**src/design/strq_pkg.sv**
```systemverilog
// shared types, codes and field widths for the segment tree range query block
package strq_pkg;

	localparam int MAX_ELEMENTS_DEF = 1024;
	localparam int VALUE_BITS_DEF = 32;

	localparam int MODE_W = 2;
	localparam int IDX_FIELD_W = 10;
	localparam int VAL_FIELD_W = 32;
	localparam int OP_FIELD_W = 2;
	localparam int SIZE_FIELD_W = 11;
	localparam int CFG_IDX_W = 2;
	localparam int CFG_DATA_W = 32;

	localparam logic [SIZE_FIELD_W-1:0] SIZE_RESET = SIZE_FIELD_W'(1024);

	typedef enum logic [MODE_W-1:0] {
		MODE_SET,
		MODE_MERGE,
		MODE_ADD,
		MODE_QUERY
	} mode_t;

	typedef enum logic [OP_FIELD_W-1:0] {
		CMB_SUM,
		CMB_MIN,
		CMB_MAX
	} combine_t;

	typedef enum logic [CFG_IDX_W-1:0] {
		CFG_COMBINE_OP,
		CFG_IDENTITY,
		CFG_SIZE
	} cfg_idx_t;

	typedef struct packed {
		mode_t                          mode;
		logic [IDX_FIELD_W-1:0]         index_low;
		logic [IDX_FIELD_W-1:0]         index_high;
		logic signed [VAL_FIELD_W-1:0]  value;
	} in_t;

	typedef struct packed {
		logic signed [VAL_FIELD_W-1:0]  result;
		logic                           status;
	} out_t;

	// datapath action issued by the controller each cycle
	typedef enum logic [3:0] {
		ACT_NONE,
		ACT_CLR_RST,
		ACT_CLR,
		ACT_LOAD,
		ACT_DESC,
		ACT_LEAF_RD,
		ACT_LEAF_WR,
		ACT_SIB_RD,
		ACT_PAR_WR,
		ACT_POP,
		ACT_ACC,
		ACT_FINISH
	} act_t;

	typedef struct packed {
		logic clr_last;
		logic bad;
		logic query;
		logic empty;
		logic at_leaf;
		logic at_root;
		logic par_root;
		logic stk_empty;
		logic top_in;
	} stat_t;

endpackage

```
**src/design/strq_ctrl.sv**
```systemverilog
// controller state machine sequencing clear, update and query walks
module strq_ctrl import strq_pkg::*; (
	input  logic  clk,
	input  logic  arst_n,
	input  logic  start,
	input  logic  refill,
	input  stat_t stat,
	output act_t  act,
	output logic  busy
);

	typedef enum logic [3:0] {
		ST_CLEAR,
		ST_IDLE,
		ST_CHECK,
		ST_DESC,
		ST_LEAF_WR,
		ST_SIB_RD,
		ST_PAR_WR,
		ST_POP,
		ST_ACC,
		ST_DONE
	} state_t;

	state_t state_q;
	logic   pend_q;

	assign busy = (state_q != ST_IDLE) || pend_q;

	always_comb begin
		act = ACT_NONE;
		case (state_q)
			ST_IDLE: begin
				if (start && !busy) begin
					act = ACT_LOAD;
				end else if (refill) begin
					act = ACT_CLR_RST;
				end else if (pend_q) begin
					act = ACT_CLR_RST;
				end
			end
			ST_CLEAR:   act = ACT_CLR;
			ST_DESC:    act = stat.at_leaf ? ACT_LEAF_RD : ACT_DESC;
			ST_LEAF_WR: act = ACT_LEAF_WR;
			ST_SIB_RD:  act = ACT_SIB_RD;
			ST_PAR_WR:  act = ACT_PAR_WR;
			ST_POP:     act = stat.stk_empty ? ACT_NONE : ACT_POP;
			ST_ACC:     act = ACT_ACC;
			ST_DONE:    act = ACT_FINISH;
			default:    act = ACT_NONE;
		endcase
	end

	always_ff @(posedge clk or negedge arst_n) begin
		if (!arst_n) begin
			state_q <= ST_CLEAR;
			pend_q  <= 1'b0;
		end else begin
			pend_q <= pend_q || refill;
			case (state_q)
				ST_IDLE: begin
					if (start && !busy) begin
						state_q <= ST_CHECK;
					end else if (refill || pend_q) begin
						state_q <= ST_CLEAR;
						pend_q  <= 1'b0;
					end
				end
				ST_CLEAR: begin
					if (stat.clr_last) begin
						state_q <= ST_IDLE;
					end
				end
				ST_CHECK: begin
					if (stat.bad) begin
						state_q <= ST_DONE;
					end else if (stat.query) begin
						state_q <= stat.empty ? ST_DONE : ST_POP;
					end else begin
						state_q <= ST_DESC;
					end
				end
				ST_DESC: begin
					if (stat.at_leaf) begin
						state_q <= ST_LEAF_WR;
					end
				end
				ST_LEAF_WR: state_q <= stat.at_root ? ST_DONE : ST_SIB_RD;
				ST_SIB_RD:  state_q <= ST_PAR_WR;
				ST_PAR_WR:  state_q <= stat.par_root ? ST_DONE : ST_SIB_RD;
				ST_POP: begin
					if (stat.stk_empty) begin
						state_q <= ST_DONE;
					end else if (stat.top_in) begin
						state_q <= ST_ACC;
					end
				end
				ST_ACC:  state_q <= ST_POP;
				ST_DONE: state_q <= ST_IDLE;
				default: state_q <= ST_IDLE;
			endcase
		end
	end

endmodule

```
**config.mk**
```make
export PLATFORM = sky130hd
export DESIGN_NAME = strq_ctrl
export DESIGN_NICKNAME = d
export VERILOG_FILES = /design/src/design/strq_pkg.sv /design/src/design/strq_ctrl.sv
export SDC_FILE = /design/constraint.sdc
export NUM_CORES = 1
export LEC_CHECK = 0
export ABC_AREA = 1
export BUFFER_PORTS_ARGS = -buffer_cell sky130_fd_sc_hd__buf_2
export CAP_MARGIN = 20
export CORE_AREA = 2 2 39 41
export CTS_CLUSTER_SIZE = 40
export DETAILED_ROUTE_END_ITERATION = 6
export DIE_AREA = 0 0 41 43
export PLACE_DENSITY = 0.62
export SETUP_SLACK_MARGIN = 0.02
export SYNTH_ARGS = -nofsm -noshare
export SYNTH_HDL_FRONTEND = slang
export SYNTH_SLANG_ARGS = --single-unit
```
**constraint.sdc**
```tcl
create_clock -name clk -period 3 [get_ports clk]
set_clock_uncertainty 0.2 [all_clocks]
set_input_delay 0.6 -clock clk [delete_from_list [all_inputs] [get_ports clk]]
set_output_delay 0.6 -clock clk [all_outputs]
set_load 0.1 [all_outputs]
```
# After elaboration in Yosys (flattened, before gate mapping)
# Index checks and enable logic that the tools add are counted.
[word_totals]
elab_cells = 42
ff_bits = 5
input_bits = 13
[classes]
muxes = 20
n_eq_ne = 14
n_reduce_logical = 6
[op_table]
columns = ["operator", "count"]
rows = [
  ["4-bit one-hot mux with 9 select lines", 2],
  ["4-bit two-way mux", 12],
  ["4-bit by 3-bit equality test with 1-bit output, second input constant", 4],
  ["4-bit by 2-bit equality test with 1-bit output, second input constant", 2],
  ["4-bit equality test, second input constant", 2],
  ["3-bit inequality test, second input constant", 2],
  ["1-bit two-way mux", 5],
  ["4-bit by 1-bit equality test with 1-bit output, second input constant", 1],
  ["4-bit logical NOT", 1],
  ["2-bit inequality test, second input constant", 2],
  ["4-bit by 1-bit inequality test with 1-bit output, second input constant", 1],
  ["4-bit AND reduction", 1],
  ["1-bit logical OR", 2],
  ["2-bit two-way mux", 1],
  ["1-bit logical AND", 1],
  ["1-bit logical NOT", 1],
]

# Logic depth before layout (Yosys ltp)
# Gate-level depths: netlist (run 1).
[depth]
word_depth = 6
ltp_mapped = 9
depth_no_buf = 9

# Worst setup path after synthesis (run 1)
# No wires, ideal clock.
[synth_path]
path_type = "reg-to-output"
from = "reg state_q[3]"
to = "out act[0]"
required_ns = 2.200
path_stages_with_launch = 5
t_arrival_ns = 2.196
path_buffers = 0
setup_slack_ns = 0.004
path_cell_list = "dfrtp_1 > inv_1 > nor2_1 > nor2_1 > o2111ai_1"
[synth_via]
elab_chain_len = 6
[synth_lines]
columns = ["item", "line", "rtl"]
rows = [
  ["from (decl)", "strq_ctrl.sv:25", "state_t state_q;"],
  ["from (signal assigned)", "strq_ctrl.sv:78", "state_q <= stat.empty ? ST_DONE : ST_POP;"],
  ["from (signal assigned)", "strq_ctrl.sv:88", "ST_LEAF_WR: state_q <= stat.at_root ? ST_DONE : ST_SIB_RD;"],
  ["from (signal assigned)", "strq_ctrl.sv:90", "ST_PAR_WR: state_q <= stat.par_root ? ST_DONE : ST_SIB_RD;"],
  ["4-bit by 1-bit inequality test with 1-bit output", "strq_ctrl.sv:28", "assign busy = (state_q != ST_IDLE) || pend_q;"],
  ["1-bit logical OR", "strq_ctrl.sv:28", ""],
  ["1-bit logical NOT", "strq_ctrl.sv:34", "if (start && !busy) begin"],
  ["1-bit logical AND", "strq_ctrl.sv:34", ""],
  ["2-bit two-way mux", "strq_ctrl.sv:34", ""],
  ["4-bit one-hot mux with 9 select lines (*)", "strq_ctrl.sv:32", "case (state_q)"],
  ["to (decl)", "strq_ctrl.sv:8", "output act_t act,"],
]
# Mark *: on every way between the ends. The rest lies on a longest branch, timed or not.

# Worst setup path in the final report (run 1)
[layout_path]
from = "reg state_q[2]"
to = "out act[0]"
# The elaborated chain is that of the path after synthesis.

==> results of run 1 <==
[sequential cells by signal (all words and copies together), names as in the netlist]
| name | count |
|---|---|
| pend_q | 1 |
| state_q | 4 |
[critical path: stages (launching register included)]
cell and delay, ns:
dfrtp_1 0.37, inv_1 0.09, nor2_4 0.18, nand2_4 0.08, nor2_1 0.16, inv_1 0.07, o2111ai_2 0.08, buf_2 0.45
[how the worst max path moves through the flow]
stage	end	slack (ns)
after floorplan	act[1]	0.58
after global placement	act[0]	0.72
after detailed placement	act[0]	0.73
after CTS	act[0]	0.47
after global routing	act[1]	0.35
final	act[0]	0.48
[logic make-up (layout without fill, tap and decap cells)]
group                  Yosys count  count (layout)  share of synthesized area [%]
AOI/OAI and AO/OA                7               7                           8.27
buffers and inverters           17              39                           12.8
and+or+nand+nor                 58              58                           53.9
DFF                              5               5                           25.1
[metal layers]
metal	wire, um	up-vias
li1	-	320
met1	608	249
met2	543	22
met3	71	2
met4	15	0
met5	0	-
[per-stage QoR]
stage / hold slack [ns] / util, % / setup slack, ns
5_1_grt: 0.389 / 46.7 / 0.355
2_1_floorplan: 0.104 / - / 0.578
4_1_cts: 0.352 / 46.7 / 0.473
6_report: 0.351 / 46.7 / 0.476
3_5_place_dp: 0.222 / 44.1 / 0.726
3_3_place_gp: 0.224 / 44.1 / 0.718
[layout make-up]
cell class | count | share of cell area (%)
flip-flops and latches | 5 | 19.3
clock buffers | 4 | 4.06
multi-input cells | 65 | 48.9
repair buffers | 18 | 14.7
well taps | 16 | 3.09
inverters | 17 | 9.86
[synthesized netlist by cell type (all sizes together)]
cell type	number	share of area, %
nand4	2	2.5
nor2	19	18
o21ai	3	3.0
a21oi	2	2.0
dfrtp	5	25
inv	17	13
o2111ai	1	1.8
o31ai	1	1.5
nand3b	3	4.5
nor3	1	1.0
nand2	26	21
nand3	7	7.0
==> out/summary.txt, run 1 <==
Min-delay src = pend_q$_DFF_PN0_
Max-Cap Viols = 0
Antenna fix cells = 0
RSZ-0062 raised after global routing = false
Design area = 647 um2
Vias in the first global route = 496
TritonCTS Sinks = 5
Worst setup SP type = flop
Global Route Usage Sum = 15.6%
Fin crit share = 84.1%
Post-CTS Hold Buffers = 1
Later-pin clock latency in the skew report = 0.24 ns
Final Max Slew Viols = 0
Post-route ant nets = 0
Port Buffers = 17
Core area = 1380 um2
Vias per inst = 4.74
Hold Path Depth = 2
Minimum clock period = 2.52 ns
Cells after Synth = 87
Synthesized flop and latch total = 5
Initial antenna violation count = 0
Layout Area Growth over Synthesis = 29.6%
Mean Syn Cell Area = 5.74 um2
DP Area = 611 um2
Clock Tree Buf Depth = 2
Remaining Overflow, GRT = 0
Worst setup path startpoint = state_q[2]$_DFFE_PN0P_
Post-Synthesis Cell Area = 499 um2
Synth unique cells = 16
FF+latch area = 125 um2
Commonest non-fill, non-tap cell in the layout = nand2_1
R2r endpoint = state_q[2]$_DFFE_PN0P_
Layout Cells excl Fill = 125
Die height = 43 um
Starting DRT DRC Count = 14
Worst Hold Endpoint = pend_q$_DFF_PN0_
Vias = 593
Top fanout value on the critical path = 7
Root buffer selected by CTS = clkbuf_4
Commonest non-fill, non-tap cells in the layout = nand2_1 (25), buf_2 (17), inv_1 (16), nor2_1 (16), nand3_1 (7)
R2r setup slk = 1.40 ns
Seq/Total Area, Yosys = 25.1%
Htree depth = 1
Post-Syn Nets = 100
Area of the multi-input gates = 317 um2
DRC = 0
Peak Freq = 0.396 GHz
Die area = 1760 um2
CTS tree = built
Critical path class = flop to primary output
FP Rows = 14
Hpwl dp = 1060 um
Avg WL per Cell = 9.90 um
WP data required = 2.20 ns
Num CTS Buffers = 3
Hold/Removal Path Class = flop to flop
Placed insts = 120
Setup TNS = 0 ns
First-pass GRT wire length = 1880 um
Die Span X = 41 um
Layout cells sized above 1 = 23.9%
Endpoints failing setup = 0
Global routing usage on met2 = 25.3%
CP Data Arrival Time = 1.72 ns
Status = complete, no violations
TritonRoute pass-1 iters = 4
Met1 Use GR = 20.3%
GR peak layer = met2
GR met3 Demand/Resource = 1.57%
Initial Util = 36.1%
Drt total wl = 1240 um
Rel. slew slack = 67.7%
Reg2reg start = state_q[0]$_DFFE_PN0P_
Hold Vio Cnt, Final = 0
FILL cells = 154
Crit end category = primary output
Post-CTS setup buffer count = 0
I/O pin count = 18
Global placer's final weighted congestion = 0.775
# resized after CTS = 0
Worst R2R Path Depth = 8
Slew @ Worst Pin = 0.488 ns
Syn. warnings = 0
Clk pin slew, worst setup/hold paths = 0.04 ns
Final net count = 123
Pin count of the biggest net entering global routing = 8
Power of run 1 is not shown: default switching activity piles up to over one toggle a cycle in this logic, so the estimate is an artifact.
==> inputs of run 2 (changes only) <==
- PLACE_DENSITY: 0.62 -> 0.65
- clock period: 3 -> 2.2 ns (I/O delays scaled with it)
==> run 2 against run 1 <==
Die area is the same. Critical endpoint is now act[3]. Highest routed layer unchanged. Wire length is 0.32% lower. Via count up 3.4%.
==> out/summary.txt, run 2 (synthesized netlist as in run 1, its figures left out) <==
Status = complete, no violations
Starting DRT DRC Count = 13 (-1)
Num CTS Buffers = 3 (unchanged)
TritonRoute pass-1 iters = 4 (unchanged)
Htree depth = 1 (unchanged)
FP Rows = 14 (unchanged)
Layout Cells excl Fill = 128 (+2.4%)
Minimum clock period = 2.11 ns
Die Span X = 41 um (unchanged)
Biggest register = state_q
Core area = 1380 um2 (unchanged)
RSZ-0062 raised after global routing = true
Slowest stage delay, CP = 0.43 ns (-0.02 ns)
DRC = 0 (unchanged)
WP data required = 1.56 ns (-0.64 ns)
Global routing usage on met2 = 26.6% (+1.3 points)
CTS tree = built
GR peak layer = met2
Commonest non-fill, non-tap cells in the layout = nand2_1 (23), inv_1 (15), nor2_1 (14)
Layout Area Growth over Synthesis = 49.4%
CP Data Arrival Time = 1.47 ns (-0.25 ns)
Slowest stage cell, crit path = dfrtp_1
Setup WS post-layout = 0.0859 ns (-0.390 ns)
Avg WL per Cell = 9.64 um (-2.7%)
TritonCTS Sinks = 5 (unchanged)
Top fanout value on the critical path = 4 (-3)
First-pass GRT wire length = 2010 um (+7.4%)
Final Max Slew Viols = 0 (unchanged)
Die area = 1760 um2 (unchanged)
Initial Util = 36.1% (unchanged)
Hpwl dp = 1090 um (+3.3%)
Port Buffers = 17 (unchanged)
Crit end category = primary output
Hold slack = 0.246 ns (-0.106 ns)
Remaining Overflow, GRT = 0 (unchanged)
Vias in the first global route = 547 (+10%)
Vias = 613 (+3.4%)
Max-Cap Viols = 0 (unchanged)
GR met3 Demand/Resource = 1.57% (unchanged)
Layout Utilization = 53.9% (+7.1 points)
Endpoints failing setup = 0 (unchanged)
Root buffer selected by CTS = clkbuf_4
Initial antenna violation count = 0 (unchanged)
Largest regs = state_q: 4 flops, pend_q: 1 flops
Post-route ant nets = 0 (unchanged)
Later-pin clock latency in the skew report = 0.24 ns (about the same)
Global Route Usage Sum = 16.9% (+1.3 points)
Vias per inst = 4.79 (+0.95%)
Hold/Removal Path Class = input pin to flop
Pre-CTS setup slack = 0.284 ns (-0.442 ns)
Largest register FFs = 4 (unchanged)
Clk pin slew, worst setup/hold paths = 0.04 ns (about the same)
Pin count of the biggest net entering global routing = 8 (unchanged)
Crit path cell chain = inv_2 > nand2_1 > nor3_1 > nor2_1 > nand2_1 > buf_12
Worst setup SP type = flop
Fin crit share = 96.1%
Die height = 43 um (unchanged)
Slew @ Worst Pin = 0.484 ns (-0.00444 ns)
Critical path class = flop to primary output
Most used cell, CP = nand2_1
Peak Freq = 0.473 GHz
Rel. slew slack = 68.0% (+0.29 points)
Final net count = 126 (+2.4%)
Antenna fix cells = 0 (unchanged)
Met1 Use GR = 21.2% (+0.91 points)
Global placer's final weighted congestion = 0.856 (+10%)
I/O pin count = 18 (unchanged)
Layout cells sized above 1 = 32.1% (+8.3 points)
Drt total wl = 1230 um (-0.32%)
Clock Tree Buf Depth = 2 (unchanged)
Hold Vio Cnt, Final = 0 (unchanged)
Placed insts = 122 (+1.7%)
Commonest non-fill, non-tap cell in the layout = nand2_1
==> run 2: area by class of cell <==
cell class | count | area, um2
fillers | 139 | 638
multi-input cells | 65 | 332
repair buffers | 21 | 178
flip-flops and latches | 5 | 126
inverters | 17 | 63.8
clock buffers | 4 | 26.3
well taps | 16 | 20.0
==> run 2: critical path, delay by kind of cell (launching register included) <==
family	cells	cell delay, ns
buf+inv	2	0.29
flops	1	0.43
simple gates	4	0.52
==> run 2: per-stage QoR <==
step / area [um2] / setup TNS (ns)
final: 746 / 0
after global routing: 746 / -0.00431
after CTS: 732 / 0
after detailed placement: 696 / 0
after global placement: 696 / 0
after floorplan: 515 / -0.00963
==> run 2: routing by layer <==
metal  up-vias  wire [um]
met3         2         63
met4         0         14
met2        20        610
met5         -          0
met1       269        546
li1        322          -
==> run 2: worst paths after layout <==
| path | end | cells past startpoint | from | slack (ns) |
|---|---|---|---|---|
| worst max-delay path | act[3] | 6 | state_q[3]$_DFFE_PN0P_ | 0.09 |
| worst min-delay path | pend_q$_DFF_PN0_ | 3 | refill | 0.25 |
| worst max register to register | state_q[2]$_DFFE_PN0P_ | 9 | state_q[3]$_DFFE_PN0P_ | 0.69 |
| worst min register to register | pend_q$_DFF_PN0_ | 2 | pend_q$_DFF_PN0_ | 0.33 |
| max in group asynchronous | state_q[0]$_DFFE_PN0P_ | 2 | arst_n | 1.31 |
| min in group asynchronous | pend_q$_DFF_PN0_ | 2 | arst_n | 0.34 |
==> run 2: timing repair <==
action / in CTS / in global routing
setup buffers: 0 / 1
hold endpoints to repair: 5 / 0
setup endpoints to repair: 0 / 3
resized for setup: 0 / 3
hold buffers: 1 / 0
Power of run 2 is left out for the same reason.
==> inputs of run 3 (changes only) <==
- PLACE_DENSITY: 0.65 -> 0.71
==> run 3 against run 2 <==
Count of clock-buffer cells in the layout stayed put. Sequential share of layout area down 0.50 points. Flip-flop and latch count is the same. Wire length grew 0.73%. First-iteration DRC count rose by 38%. Critical path type unchanged. Global-route usage is 0.12 points higher.
==> out/summary.txt, run 3 (synthesized netlist as in run 1, its figures left out) <==
Status = complete, no violations
Post-route ant nets = 0 (unchanged)
Critical path class = flop to primary output
Die area = 1760 um2 (unchanged)
Rel. slew slack = 67.9% (about the same)
Root buffer selected by CTS = clkbuf_4
FP Rows = 14 (unchanged)
Global placer's final weighted congestion = 0.866 (+1.2%)
Endpoints failing setup = 0 (unchanged)
Antenna fix cells = 0 (unchanged)
Routed length on met2 = 666 um (+9.2%)
Port Buffers = 17 (unchanged)
Die height = 43 um (unchanged)
First-pass GRT wire length = 2060 um (+2.1%)
TritonCTS Sinks = 5 (unchanged)
CP Data Arrival Time = 1.53 ns (+0.06 ns)
Peak Freq = 0.462 GHz (-2.4%)
Vias in the first global route = 541 (-1.1%)
Minimum clock period = 2.17 ns (+0.0525 ns)
Biggest register = state_q
Final net count = 129 (+2.4%)
I/O pin count = 18 (unchanged)
Core area = 1380 um2 (unchanged)
Hold/Removal Path Class = input pin to flop
Initial Util = 36.1% (unchanged)
Hpwl dp = 1020 um (-6.3%)
Final Max Slew Viols = 0 (unchanged)
Largest regs = state_q: 4 flops, pend_q: 1 flops
Hold Vio Cnt, Final = 0 (unchanged)
Met3 wire len = 33 um (-48%)
Die Span X = 41 um (unchanged)
Vias per inst = 4.56 (-4.7%)
Commonest non-fill, non-tap cell in the layout = nand2_1
Htree depth = 1 (unchanged)
TritonRoute pass-1 iters = 4 (unchanged)
Setup TNS = 0 ns (unchanged)
Remaining Overflow, GRT = 0 (unchanged)
Drt total wl = 1240 um (+0.73%)
Initial antenna violation count = 0 (unchanged)
Commonest non-fill, non-tap cells in the layout = nand2_1 (23), inv_1 (14), nor2_1 (14)
Pin count of the biggest net entering global routing = 8 (unchanged)
Avg WL per Cell = 9.49 um (-1.6%)
Later-pin clock latency in the skew report = 0.23 ns (about the same)
Largest register FFs = 4 (unchanged)
Global Route Usage Sum = 17.1% (+0.12 points)
Slowest stage delay, CP = 0.37 ns (-0.06 ns)
Fin crit share = 98.5% (+2.4 points)
Crit path cell chain = inv_1 > nor2_4 > buf_4 > nor2_1 > o2111ai_2 > buf_12
Layout cells sized above 1 = 34.8% (+2.6 points)
Max-Cap Viols = 0 (unchanged)
Clock Tree Buf Depth = 2 (unchanged)
Slew @ Worst Pin = 0.484 ns (+0.000368 ns)
Vias = 598 (-2.4%)
Highest routed metal layer = met3
Slowest stage cell, crit path = dfrtp_1
Top fanout value on the critical path = 6 (+2)
DRC = 0 (unchanged)
Layout Area Growth over Synthesis = 53.9%
FILL cells = 134 (-3.6%)
Starting DRT DRC Count = 18 (+5)
RSZ-0062 raised after global routing = true
M1 WL = 543 um (-0.55%)
Buf/Inv on CP = 3 (+1)
Num CTS Buffers = 3 (unchanged)
Crit end category = primary output
Worst setup SP type = flop
WP data required = 1.56 ns (about the same)
Cell family with most CP delay = buffers and inverters
CTS tree = built
Clk pin slew, worst setup/hold paths = 0.04 ns (about the same)
==> run 3: path summary, 6_finish.rpt <==
| path | startpoint | endpoint | slack (ns) | cells after the start |
|---|---|---|---|---|
| max reg2reg | state_q[2]$_DFFE_PN0P_ | state_q[2]$_DFFE_PN0P_ | 0.62 | 10 |
| min | refill | pend_q$_DFF_PN0_ | 0.27 | 3 |
| min in group asynchronous | arst_n | pend_q$_DFF_PN0_ | 0.35 | 2 |
| max in group asynchronous | arst_n | state_q[0]$_DFFE_PN0P_ | 1.31 | 2 |
| min reg2reg | pend_q$_DFF_PN0_ | pend_q$_DFF_PN0_ | 0.34 | 2 |
| max | state_q[2]$_DFFE_PN0P_ | act[0] | 0.03 | 6 |
==> run 3: repair_timing <==
action | 4_1_cts | 5_1_grt
resized for setup | 0 | 4
hold buffers | 1 | 0
hold endpoints to repair | 5 | 0
endpoints found under the setup margin | 0 | 4
buffers inserted | 0 | 5
==> run 3: layer usage <==
| layer | global-route usage [%] | vias to the layer above |
|---|---|---|
| met5 | 0 | - |
| met4 | 8.67 | 0 |
| met3 | 3.66 | 0 |
| met2 | 28.4 | 11 |
| met1 | 19.0 | 259 |
| li1 | - | 328 |
==> run 3: area by class of cell <==
type                    count  area (um2)  area share [%]
multi-input cells          65         332            43.2
repair buffers             24         200            26.1
flip-flops and latches      5         126            16.4
inverters                  17        63.8            8.31
clock buffers               4        26.3            3.42
well taps                  16        20.0            2.61
==> run 3: per-stage QoR <==
| stage | hold slack (ns) | worst slack [ns] | cell area, um2 | utilization (%) | cells |
|---|---|---|---|---|---|
| 5_1_grt | 0.304 | -0.0378 | 768 | 55.5 | 131 |
| 3_5_place_dp | 0.0601 | 0.325 | 688 | 49.7 | 121 |
| 3_3_place_gp | 0.0565 | 0.355 | 688 | 49.7 | 121 |
| 4_1_cts | 0.262 | 0.0714 | 724 | 52.4 | 126 |
| 6_report | 0.272 | 0.0334 | 768 | 55.5 | 131 |
| 2_1_floorplan | -0.0556 | -0.00963 | 515 | - | 87 |
==> run 3: worst min-delay path: cells and delay by family <==
family	cells	cell delay, ns
buffers and inverters	2	0.15
AO/OA/AOI/OAI	1	0.08
Power of run 3 is left out for the same reason.
